**src/rtl/ialu_pkg.sv**
```systemverilog
// shared types and codes for the integer alu with range sum
package ialu_pkg;

  localparam logic [2:0] CMD_ADD = 3'd0;
  localparam logic [2:0] CMD_SUB = 3'd1;
  localparam logic [2:0] CMD_MUL = 3'd2;
  localparam logic [2:0] CMD_DIV = 3'd3;
  localparam logic [2:0] CMD_RNG = 3'd4;

  localparam logic [1:0] ST_OK  = 2'd0;
  localparam logic [1:0] ST_DZ  = 2'd1;
  localparam logic [1:0] ST_REV = 2'd2;

  typedef enum logic [1:0] {
    MODE_PASS,
    MODE_MUL,
    MODE_DIV
  } mode_t;

  typedef struct packed {
    logic       vld;
    mode_t      mode;
    logic       neg;
    logic [1:0] status;
  } ctl_t;

endpackage

```
**src/rtl/ialu_cell.sv**
```systemverilog
// one cell of the row: a shift-add multiply step, a restoring divide step, or a plain pass
module ialu_cell
  import ialu_pkg::*;
#(
  parameter int W = 32
) (
  input  logic         clk,
  input  logic         rst_n,
  input  logic         en,
  input  ctl_t         ctl_i,
  input  logic [W-1:0] acc_i,
  input  logic [W-1:0] x_i,
  input  logic [W-1:0] y_i,
  input  logic [W-1:0] u_i,
  input  logic [W-1:0] v_i,
  output ctl_t         ctl_o,
  output logic [W-1:0] acc_o,
  output logic [W-1:0] x_o,
  output logic [W-1:0] y_o,
  output logic [W-1:0] u_o,
  output logic [W-1:0] v_o
);

  ctl_t         ctl_r;
  logic [W-1:0] acc_r, acc_nxt, x_r, x_nxt, y_r, y_nxt, u_r, u_nxt, v_r, v_nxt;
  logic [W:0]   t;

  always_comb begin
    t       = {acc_i, y_i[W-1]};
    acc_nxt = acc_i;
    x_nxt   = x_i;
    y_nxt   = y_i;
    u_nxt   = u_i;
    v_nxt   = v_i;
    unique case (ctl_i.mode)
      MODE_MUL: begin
        acc_nxt = acc_i + (y_i[0] ? x_i : '0) + (v_i[0] ? u_i : '0);
        x_nxt   = x_i << 1;
        y_nxt   = y_i >> 1;
        u_nxt   = u_i << 1;
        v_nxt   = v_i >> 1;
      end
      MODE_DIV: begin
        if (t >= {1'b0, x_i}) begin
          acc_nxt = W'(t - {1'b0, x_i});
          y_nxt   = {y_i[W-2:0], 1'b1};
        end else begin
          acc_nxt = t[W-1:0];
          y_nxt   = {y_i[W-2:0], 1'b0};
        end
      end
      default: acc_nxt = acc_i;
    endcase
  end

  always_ff @(posedge clk) begin
    if (!rst_n) begin
      ctl_r <= '0;
    end else if (en) begin
      ctl_r <= ctl_i;
    end
  end

  always_ff @(posedge clk) begin
    if (en) begin
      acc_r <= acc_nxt;
      x_r   <= x_nxt;
      y_r   <= y_nxt;
      u_r   <= u_nxt;
      v_r   <= v_nxt;
    end
  end

  assign ctl_o = ctl_r;
  assign acc_o = acc_r;
  assign x_o   = x_r;
  assign y_o   = y_r;
  assign u_o   = u_r;
  assign v_o   = v_r;

endmodule

```
**config.mk**
```make
export PLATFORM = sky130hd
export DESIGN_NAME = ialu_cell
export DESIGN_NICKNAME = d
export VERILOG_FILES = /design/src/rtl/ialu_pkg.sv /design/src/rtl/ialu_cell.sv
export SDC_FILE = /design/constraint.sdc
export NUM_CORES = 1
export LEC_CHECK = 0
export ABC_CLOCK_PERIOD_IN_PS = 4450
export BUFFER_PORTS_ARGS = -buffer_cell sky130_fd_sc_hd__buf_4
export CAP_MARGIN = 0
export CELL_PAD_IN_SITES_DETAIL_PLACEMENT = 1
export CELL_PAD_IN_SITES_GLOBAL_PLACEMENT = 2
export CORE_ASPECT_RATIO = 1.25
export CORE_MARGIN = 2
export CORE_UTILIZATION = 33
export CTS_CLUSTER_SIZE = 8
export DETAILED_ROUTE_END_ITERATION = 10
export HOLD_SLACK_MARGIN = 0.06
export PLACE_DENSITY_LB_ADDON = 0.1
export SYNTH_ARGS = -nofsm -noshare
export SYNTH_HDL_FRONTEND = slang
export SYNTH_SLANG_ARGS = --single-unit
```
**constraint.sdc**
```tcl
create_clock -name clk -period 4.45 [get_ports clk]
set_clock_uncertainty 0.15 [all_clocks]
set_input_delay 0.2225 -clock clk [delete_from_list [all_inputs] [get_ports clk]]
set_output_delay 0.2225 -clock clk [all_outputs]
set_load 0.005 [all_outputs]
```
==> flow_summary_export.csv <==
group,metric,value,unit
worst_hold_path,hold_class,"in2reg",
power_and_ir_drop,clkPwrFrac,0.292,
worst_setup_path,cp-end-kind,"flop",
clock_tree,htreeDepth,4,
global_routing,grt_start_max_net_pins,109,
final_layout,area_growth,48.00,%
yosys,netlist_area,12160,sq um
status,status,"finished clean",
yosys,synth-edff-count,160,
timing,maxSlewViolCount,0,
floorplan,die_h,218.6,um
yosys,ys_top_cells_by_area,"edfxtp_1, mux2_2, ha_1",
yosys,synthSimpleGateAreaFrac,0.1329,
yosys,synth.top_cells.by_count,"edfxtp_1, nand2_1, o21ai_0",
worst_setup_path,start_kind,"input pin",
final_layout,drive_gt1_frac,0.2813,
timing,rsz0062_at_grt,"false",
power_and_ir_drop,p_switching,1.796,mW
yosys,syn_avg_cell_area,10.25,sq um
global_routing,grt_pass1_wl,70770,um
final_layout,nNetsFinal,1977,
timing,worst_pin_slew,0.8134,ns
clock_tree,cts_sinks,166,
yosys,ys.flop_type,"edfxtp_1",
detailed_routing,post_drt_wl_per_cell,20.83,um
yosys,synthMuxAreaShare,0.08830,
clock_tree,cts_hold_buffers,220,
worst_hold_path,holdCritStartpoint,"acc_i[5]",
detailed_routing,firstDrtPassIters,5,
final_layout,finalNonFillerCells,2205,
detailed_routing,drt_iter0_markers,566,
yosys,yosys.area.top_type,"edfxtp_1",
timing,min_period_over_period,0.9019,
detailed_routing,post_drt_via_cell_ratio,5.119,
clock_tree,cts_setup_buffers,0,
place,dp_hpwl,32510,um
power_and_ir_drop,power_leakage,7.610,nW
timing,fmax,0.2492,GHz
worst_setup_path,required,4.50,ns
power_and_ir_drop,p_total,5.459,mW
clock_tree,clk_path_buf_depth,2,
worst_setup_path,critPathMaxFanout,3,
detailed_routing,wl,45930,um
worst_setup_path,r2r_start,"ctl_o[3]",
yosys,synth_async_sr_flop_share,0,
clock_tree,cts_buffers,17,
global_routing,global_route.overflow_total,0,
power_and_ir_drop,ir_drop,0.1954,mV
clock_tree,cts_resized,0,
clock_tree,clk-insertion-delay-late,0.45,ns
timing,setup_viol,0,
detailed_routing,vias,11290,
worst_setup_path,worstSetupStartpoint,"x_i[1]",
yosys,yosysSeqAreaShare,0.4051,
yosys,synth_top_family_by_area,"compound AO/OA/AOI/OAI gates",
floorplan,rows,78,
worst_setup_path,crit_chain,"dlygate4sd3_1 -> buf_4 -> and2_1 -> fa_1 -> ha_1 -> fa_1 -> a21oi_1 -> nand4b_1 -> nand3_1 -> nand3_1 -> nand4_1 -> nand2_1 -> o211a_1 -> mux2_2 -> a221o_1",
clock_tree,cts_tree,"built",
detailed_routing,post-route-drc-count,0,
floorplan,die_w,175.7,um
yosys,postSynthCellCount,1186,
floorplan,initial_utilization,0.3349,
timing,relSlewSlack,0.4577,
power_and_ir_drop,p_per_area,303.4,nW/um^2
floorplan,boundaryPins,335,
global_routing,grt_use_total,0.2391,
yosys,ys_warn_count,0,
yosys,synth_compound_area_frac,0.1770,
worst_setup_path,crit_type,"in2reg",
yosys,synth_cell_types,73,
timing,period_needed,4.014,ns
power_and_ir_drop,seqPwrFrac,0.360,
power_and_ir_drop,combPwrFrac,0.348,
timing,finalSetupTns,0,ns
global_routing,grt_pass1_vias,12410,
worst_setup_path,cpPeakStageDelay,0.54,ns
global_routing,antenna_found_initial,1,
worst_setup_path,cp_data_arrival_time,4.06,ns
yosys,synth_fa_ha_area_frac,0.1202,
yosys,synth.top_cell.area_share,0.3952,
worst_setup_path,critPathSlowestCell,"dlygate4sd3_1",
final_layout,fin_util,0.4956,
timing,hold_viol_final,0,
floorplan,die_area,38400,sq um
flow_run,timing.max_cap.violations,0,
detailed_routing,antenna_left,0,
place,portBuffers,334,
place,place_congestion,0.8161,
power_and_ir_drop,p_int,3.663,mW
yosys,synth_nets,1452,
place,placed_cells,1952,
floorplan,core,36300,sq um
clock_tree,clk_transition_reported_paths,0.07,ns
yosys,synth_xor_area_frac,0.03602,
power_and_ir_drop,switching_share,0.3290,
yosys,ys_ff_latch,166,
yosys,yosysMostFrequentCell,"edfxtp_1",
clock_tree,cts_root_buf,"clkbuf_16",
[cell type report]
type	count	area [sq um]
Fill cell	4092	18310
Multi-Input combinational cell	901	6773
Sequential cell	166	4925
Timing Repair Buffer	569	4851
Tap cell	480	600.6
Clock buffer	17	425.4
Inverter	56	210.2
Clock inverter	15	206.4
Antenna cell	1	2.502
[per-stage QoR]
stage                     area [sq um]  worst slack [ns]  hold WS, ns
after floorplan                  12160            0.9670       0.1850
after global placement           15160            0.3581       0.3340
after detailed placement         15160            0.2385       0.3395
after CTS                        17990            0.4450      0.06106
after global routing             17990            0.2765      0.07779
final                            17990            0.4364      0.08577
[cell usage in the layout (no fill, tap or decap), drive strengths merged, types with 4 or more instances in the layout]
cell and instances:
nand4 11, nor2b 14, o21bai 8, and2 67, a221oi 9, inv 62, o21ai 120, nand2b 9
a211oi 6, a21boi 5, o21a 5, mux2 81, nor2 33, nor3b 4, mux2i 15, dfxtp 6
xnor2 26, o211ai 6, and3 7, a21o 22, edfxtp 160, clkinv 7, ha 64, a21oi 64
o221ai 5, a22oi 47, fa 33, buf 349, nand2 140, nor3 10, dlygate4sd3 220, or3 4
a31oi 11, nand3 17, clkbuf 17, xor2 24
[power groups by stage]
stage | registers (mW) | logic, mW | clock network [mW]
2_1_floorplan | 2.01 | 0.922 | 0
3_3_place_gp | 2.00 | 1.69 | 0
3_5_place_dp | 2.00 | 1.70 | 0
4_1_cts | 1.97 | 1.90 | 1.64
5_1_grt | 1.98 | 2.09 | 1.68
6_report | 1.97 | 1.90 | 1.59
[metal layers]
metal  global-route usage  routed length, um  share of wire  up-vias
met5                    0                  0              0        -
li1                     -                  -              -     5402
met3              0.03932               1851          0.040       63
met1               0.2831              18920           0.41     5547
met2               0.4354              23870           0.52      275
met4              0.08320               1277          0.028        0
[cell families after synthesis]
| logic type | after synthesis |
|---|---|
| AOI/OAI and AO/OA | 330 |
| and+or+nand+nor | 328 |
| DFF | 166 |
| buffers and inverters | 119 |
| adders and majority gates | 97 |
| muxes | 96 |
| xor gates and xnor gates | 50 |
[flip-flops by register name (all words and copies together) (netlist names)]
| register | cells |
|---|---|
| u_o | 32 |
| y_o | 32 |
| acc_o | 32 |
| ctl_o | 6 |
| x_o | 32 |
| v_o | 32 |
[worst max-delay path, delay by kind of cell]
| family | cells | cell delay, ns |
|---|---|---|
| adder cells (fa/ha/maj) | 3 | 1.12 |
| buffers and inverters | 2 | 0.69 |
| AND/OR/NAND/NOR | 6 | 1.04 |
| AO/OA/AOI/OAI | 3 | 0.67 |
| multiplexers | 1 | 0.32 |
[worst paths after layout]
kind / slack, ns / depth (start not counted) / to
hold reg to reg: 0.40 / 2 / ctl_o[1]
setup / recovery: 0.44 / 15 / acc_o[29]
setup reg to reg: 3.14 / 3 / ctl_o[3]
hold / removal: 0.09 / 3 / acc_o[5]
Note: power is estimated with default switching activity, not from simulation.
