File: config.mk
export PLATFORM = sky130hd
export DESIGN_NAME = ialu_front
export DESIGN_NICKNAME = d
export VERILOG_FILES = /design/src/rtl/ialu_pkg.sv /design/src/rtl/ialu_front.sv
export SDC_FILE = /design/constraint.sdc
export NUM_CORES = 1
export LEC_CHECK = 0
export BUFFER_PORTS_ARGS = -buffer_cell sky130_fd_sc_hd__buf_2
export CAP_MARGIN = 5
export CORE_AREA = 2 2 155 157
export CTS_BUF_LIST = sky130_fd_sc_hd__clkbuf_16
export CTS_CLUSTER_SIZE = 20
export DETAILED_ROUTE_END_ITERATION = 10
export DIE_AREA = 0 0 157 159
export MAX_ROUTING_LAYER = met4
export PLACE_DENSITY = 0.91
export SYNTH_ARGS = -nofsm -noshare
export SYNTH_HDL_FRONTEND = slang
export SYNTH_SLANG_ARGS = --single-unit
File: constraint.sdc
create_clock -name clk -period 7 [get_ports clk]
set_input_delay 0.35 -clock clk [delete_from_list [all_inputs] [get_ports clk]]
set_output_delay 0.35 -clock clk [all_outputs]
set_load 0.02 [all_outputs]
File: src/rtl/ialu_pkg.sv
// shared types and codes for the integer alu with range sum
package ialu_pkg;

  localparam logic [2:0] CMD_ADD = 3'd0;
  localparam logic [2:0] CMD_SUB = 3'd1;
  localparam logic [2:0] CMD_MUL = 3'd2;
  localparam logic [2:0] CMD_DIV = 3'd3;
  localparam logic [2:0] CMD_RNG = 3'd4;

  localparam logic [1:0] ST_OK  = 2'd0;
  localparam logic [1:0] ST_DZ  = 2'd1;
  localparam logic [1:0] ST_REV = 2'd2;

  typedef enum logic [1:0] {
    MODE_PASS,
    MODE_MUL,
    MODE_DIV
  } mode_t;

  typedef struct packed {
    logic       vld;
    mode_t      mode;
    logic       neg;
    logic [1:0] status;
  } ctl_t;

endpackage

File: src/rtl/ialu_front.sv
// input stage: decodes the command and loads the operands for the cell row
module ialu_front
  import ialu_pkg::*;
#(
  parameter int W = 32
) (
  input  logic         clk,
  input  logic         rst_n,
  input  logic         en,
  input  logic         vld_i,
  input  logic [2:0]   cmd_i,
  input  logic [W-1:0] a_i,
  input  logic [W-1:0] b_i,
  output ctl_t         ctl_o,
  output logic [W-1:0] acc_o,
  output logic [W-1:0] x_o,
  output logic [W-1:0] y_o,
  output logic [W-1:0] u_o,
  output logic [W-1:0] v_o
);

  ctl_t         ctl_r, ctl_nxt;
  logic [W-1:0] acc_r, acc_nxt, x_r, x_nxt, y_r, y_nxt, u_r, u_nxt, v_r, v_nxt;
  logic [W-1:0] d, d1, amag, bmag;

  always_comb begin
    d    = b_i - a_i;
    d1   = d + {{(W-1){1'b0}}, 1'b1};
    amag = a_i[W-1] ? (~a_i + {{(W-1){1'b0}}, 1'b1}) : a_i;
    bmag = b_i[W-1] ? (~b_i + {{(W-1){1'b0}}, 1'b1}) : b_i;
    ctl_nxt.vld    = vld_i;
    ctl_nxt.mode   = MODE_PASS;
    ctl_nxt.neg    = 1'b0;
    ctl_nxt.status = ST_OK;
    acc_nxt = '0;
    x_nxt   = '0;
    y_nxt   = '0;
    u_nxt   = '0;
    v_nxt   = '0;
    unique case (cmd_i)
      CMD_ADD: acc_nxt = a_i + b_i;
      CMD_SUB: acc_nxt = a_i - b_i;
      CMD_MUL: begin
        ctl_nxt.mode = MODE_MUL;
        x_nxt = a_i;
        y_nxt = b_i;
      end
      CMD_DIV: begin
        if (b_i == '0) begin
          ctl_nxt.status = ST_DZ;
        end else begin
          ctl_nxt.mode = MODE_DIV;
          ctl_nxt.neg  = a_i[W-1] ^ b_i[W-1];
          x_nxt = bmag;
          y_nxt = amag;
        end
      end
      CMD_RNG: begin
        if ($signed(a_i) > $signed(b_i)) begin
          ctl_nxt.status = ST_REV;
        end else begin
          ctl_nxt.mode = MODE_MUL;
          x_nxt = a_i;
          y_nxt = d1;
          if (!d[0]) begin
            u_nxt = d >> 1;
            v_nxt = d1;
          end else begin
            u_nxt = d;
            v_nxt = (d >> 1) + {{(W-1){1'b0}}, 1'b1};
          end
        end
      end
      default: acc_nxt = '0;
    endcase
  end

  always_ff @(posedge clk) begin
    if (!rst_n) begin
      ctl_r <= '0;
    end else if (en) begin
      ctl_r <= ctl_nxt;
    end
  end

  always_ff @(posedge clk) begin
    if (en) begin
      acc_r <= acc_nxt;
      x_r   <= x_nxt;
      y_r   <= y_nxt;
      u_r   <= u_nxt;
      v_r   <= v_nxt;
    end
  end

  assign ctl_o = ctl_r;
  assign acc_o = acc_r;
  assign x_o   = x_r;
  assign y_o   = y_r;
  assign u_o   = u_r;
  assign v_o   = v_r;

endmodule

==> results.json <==
{
  "outcome": "finished, final reports clean",
  "synth-seq-area-share_pct": 33.94,
  "numCtsBuffers": 17,
  "cts.repair.resized": 0,
  "hpwlAfterDp_um": 39500,
  "drt_wl_total_um": 53030,
  "power.internal_mw": 2.075,
  "synth_cells": 1696,
  "drive_above_1_share_pct": 17.15,
  "ys_ff_latch": 166,
  "vdd_ir_drop_max_v": 0.0001625,
  "cts_hold_repair.buffers": 0,
  "pin_count_of_the_biggest_net_entering_global_routing": 112,
  "detailedRoute.firstIterationViolations": 1857,
  "tritoncts_clock_tree": "built",
  "postSynth.asyncResetShare_pct": 0,
  "floorplan.die_area_sq_mm": 0.02496,
  "worst_slew_pin_slew_ps": 1198,
  "final-seq-area_sq_mm": 0.004925,
  "clk_latency_ps": 450,
  "holdCritPathClass": "in -> reg",
  "syn-mean-instance-area_sq_um": 8.555,
  "clock_tree.htree_level_count": 4,
  "drt-vias-per-instance": 6.619,
  "reg2reg_setup_slack_ps": 6200,
  "grt_setup_unrepaired": "false",
  "worst_slew_margin_rel_pct": 20.11,
  "number_of_design_rule_violations_left_after_detail_routing": 0,
  "post-cts-setup-buffer-count": 0,
  "period_share_pct": 66.05,
  "crit_path_cell_trace": "buf_2 -> inv_1 -> ha_1 -> nor2_1 -> a21oi_1 -> xor2_1 -> nand4_1 -> nor4_1 -> nand3_1 -> nor4_4 -> nand2_1 -> o311ai_1 -> a21oi_1",
  "critPathBufInv": 2,
  "initial_utilization_pct": 62.56,
  "route.detailed.wl_per_inst_um": 24.00,
  "worst_path_dominant_cell_family": "simple AND/OR/NAND/NOR gates",
  "cts_sinks": 166,
  "route.antenna.remaining_nets": 0,
  "worst-path-max-fanout": 12,
  "max_stage_delay_ps": 720,
  "yosysWarnings": 0,
  "grt_pass1_vias": 13962,
  "clock_power_share_pct": 28.7,
  "finalClockSkew_ps": 0,
  "clk_root_buffer_cell": "clkbuf_16",
  "synth_cell_types": 87,
  "critical_path.slowest_cell": "xor2_1",
  "synth-edff-count": 160,
  "worst_slack_ps": 2376,
  "power_density_relative_to_cell_area_mw_per_mm2": 208.4,
  "fin_setup_tns_ps": 0,
  "fp.dieW_um": 157,
  "hold_viol": 0,
  "fin_crit_ps": 4624,
  "drtPass1Iterations": 8,
  "p_comb_share_pct": 36.1,
  "drv_cap": 0,
  "grt_antenna_before_repair": 7,
  "port-buffer-count": 236,
  "sequentialPowerShare_pct": 35.2,
  "fp.coreArea_sq_mm": 0.02319,
  "gp_congestion": 1.021,
  "io_pins": 237,
  "crit_path_frequent_cell": "a21oi_1",
  "maxClockFrequency_mhz": 216.3,
  "worst_path_required_ps": 7180,
  "post_synthesis_instance_area_sq_mm": 0.01451,
  "global_route.usage.total_pct": 42.98,
  "global_route.overflow_total": 0,
  "std_cell_rows": 56,
  "synth_top_flop_cell": "edfxtp_1",
  "p_sw_share_pct": 39.33,
  "nets": 2044,
  "timing_worst_setup_path_type": "in -> reg",
  "cp-end-kind": "flop",
  "syn-num-nets": 1870,
  "timing.final.max_slew_violations": 0,
  "static-leakage-power_nw": 6.547,
  "fill_cells": 1768,
  "place_ws_ps": 2108,
  "grt_pass1_wl_um": 79410,
  "multi_input_comb_area_sq_mm": 0.008796,
  "synthToLayoutAreaGrowth_pct": 13.12,
  "cts.clk_slew.worst_paths_ps": 90,
  "max-clock-path-buffers": 2,
  "worst-endpoint-arrival_ps": 4810,
  "crit_path_start_kind": "input pin",
  "net_switching_power_figure_mw": 1.345,
  "chip_height_um": 159,
  "route.vias.total": 14627,
  "setup-violations-final": 0
}
cells in the mapped netlist (5+ instances only):
cell type | instances | share of area [%]
a211oi_1 | 28 | 1.4
o21ai_0 | 116 | 4.0
a211o_1 | 5 | 0.30
buf_1 | 14 | 0.36
o41ai_1 | 11 | 0.66
or4_1 | 9 | 0.47
a31oi_1 | 11 | 0.47
nand3_1 | 28 | 0.97
nand4_1 | 25 | 1.1
a21oi_1 | 131 | 4.5
ha_1 | 100 | 8.6
xor2_1 | 23 | 1.4
a22oi_1 | 5 | 0.26
nor2_1 | 194 | 5.0
buf_2 | 12 | 0.41
edfxtp_1 | 160 | 33
nand2b_1 | 22 | 0.95
a21o_1 | 24 | 1.2
and3_1 | 6 | 0.26
clkbuf_1 | 60 | 1.6
o31ai_1 | 24 | 1.2
inv_1 | 110 | 2.8
nand2_1 | 166 | 4.3
o21a_1 | 17 | 0.88
xnor2_1 | 127 | 7.7
nor4_1 | 16 | 0.69
or3_1 | 11 | 0.47
nor3b_1 | 8 | 0.41
o21bai_1 | 12 | 0.62
o211ai_1 | 9 | 0.47
o221ai_1 | 32 | 1.9
o311ai_0 | 5 | 0.30
nor3_1 | 29 | 1.0
mux2i_1 | 13 | 0.90
dfxtp_1 | 6 | 0.83
or2_2 | 11 | 0.47
o22ai_1 | 5 | 0.22
nor2b_1 | 14 | 0.60
metal layers:
| layer | GRT usage, % | share of wire, % | up-vias |
|---|---|---|---|
| li1 | - | - | 6498 |
| met1 | 47.10 | 34 | 6746 |
| met2 | 71.79 | 49 | 1100 |
| met3 | 6.560 | 9.1 | 283 |
| met4 | 28.73 | 7.9 | 0 |
| met5 | - | 0 | - |
placed cells by master (no fill, tap or decap), types with 13 or more instances in the layout:
master       n
a21oi_1    131
a21o_1      24
nand4_1     25
nor2b_1     14
o21ai_0    116
ha_1        99
xor2_1      23
o21a_1      17
buf_2      235
a211oi_1    28
o31ai_1     24
edfxtp_1   160
nand2_1    166
xnor2_1    127
inv_1      111
nor4_1      16
nor3_1      29
mux2i_1     13
nand2b_1    20
o221ai_1    32
nor2_1     194
clkbuf_16   17
nand3_1     28
worst register-to-register path: stages, from the launching register on:
cell and delay, ps:
dfxtp_1 350, nor2_1 50, a311oi_1 300
worst paths after layout:
kind                              start               endpoint  depth (start not counted)
setup / recovery                 a_i[2]  v_o[25]$_SDFFCE_PN0P_                         13
hold / removal                    vld_i  ctl_o[5]$_SDFFE_PN0P_                          3
setup reg to reg  ctl_o[3]$_SDFFE_PN0P_  ctl_o[3]$_SDFFE_PN0P_                          2
hold reg to reg   ctl_o[0]$_SDFFE_PN0P_  ctl_o[0]$_SDFFE_PN0P_                          2
registers in the layout, indices dropped and copies added, names as in the netlist:
signal  flops
y_o        32
x_o        32
v_o        32
u_o        32
acc_o      32
ctl_o       6
logic make-up after synthesis:
| group | Yosys count | share of synthesized area (%) |
|---|---|---|
| AND/OR/NAND/NOR | 572 | 19.02 |
| XOR/XNOR | 151 | 9.245 |
| AO/OA/AOI/OAI | 489 | 22.37 |
| buffers and inverters | 202 | 5.485 |
| flip-flops | 166 | 33.94 |
| multiplexers | 13 | 0.8968 |
| adder cells (fa/ha/maj) | 103 | 9.038 |
power groups by stage:
stage / Clock, mW / Sequential (mW) / Combinational [mW]
2_1_floorplan: 0 / 1.32 / 0.716
3_3_place_gp: 0 / 1.22 / 1.17
3_5_place_dp: 0 / 1.22 / 1.19
4_1_cts: 0.973 / 1.20 / 1.20
5_1_grt: 1.01 / 1.21 / 1.31
6_report: 0.981 / 1.20 / 1.23
metrics by stage:
stage          instance area, sq um  total power [mW]  hold WS [ps]  util [%]  std cells
4_1_cts                       16390             3.377         156.4     70.68       2202
2_1_floorplan                 14510             2.036         462.5         -       1696
3_3_place_gp                  15800             2.387         454.6     68.12       2170
3_5_place_dp                  15800             2.409         478.9     68.12       2170
6_report                      16410             3.420         149.1     70.77       2210
5_1_grt                       16410             3.527         196.9     70.75       2209
layout make-up:
cell class	instances	share of cell area (%)
antenna	8	0.1220
clock buffer	17	2.592
clock inverter	15	1.022
inverter	111	2.539
multi-input combinational	1328	53.59
sequential	166	30.01
tap	319	2.432
timing repair buffer	246	7.692
Power figures use the tool's default switching activity.
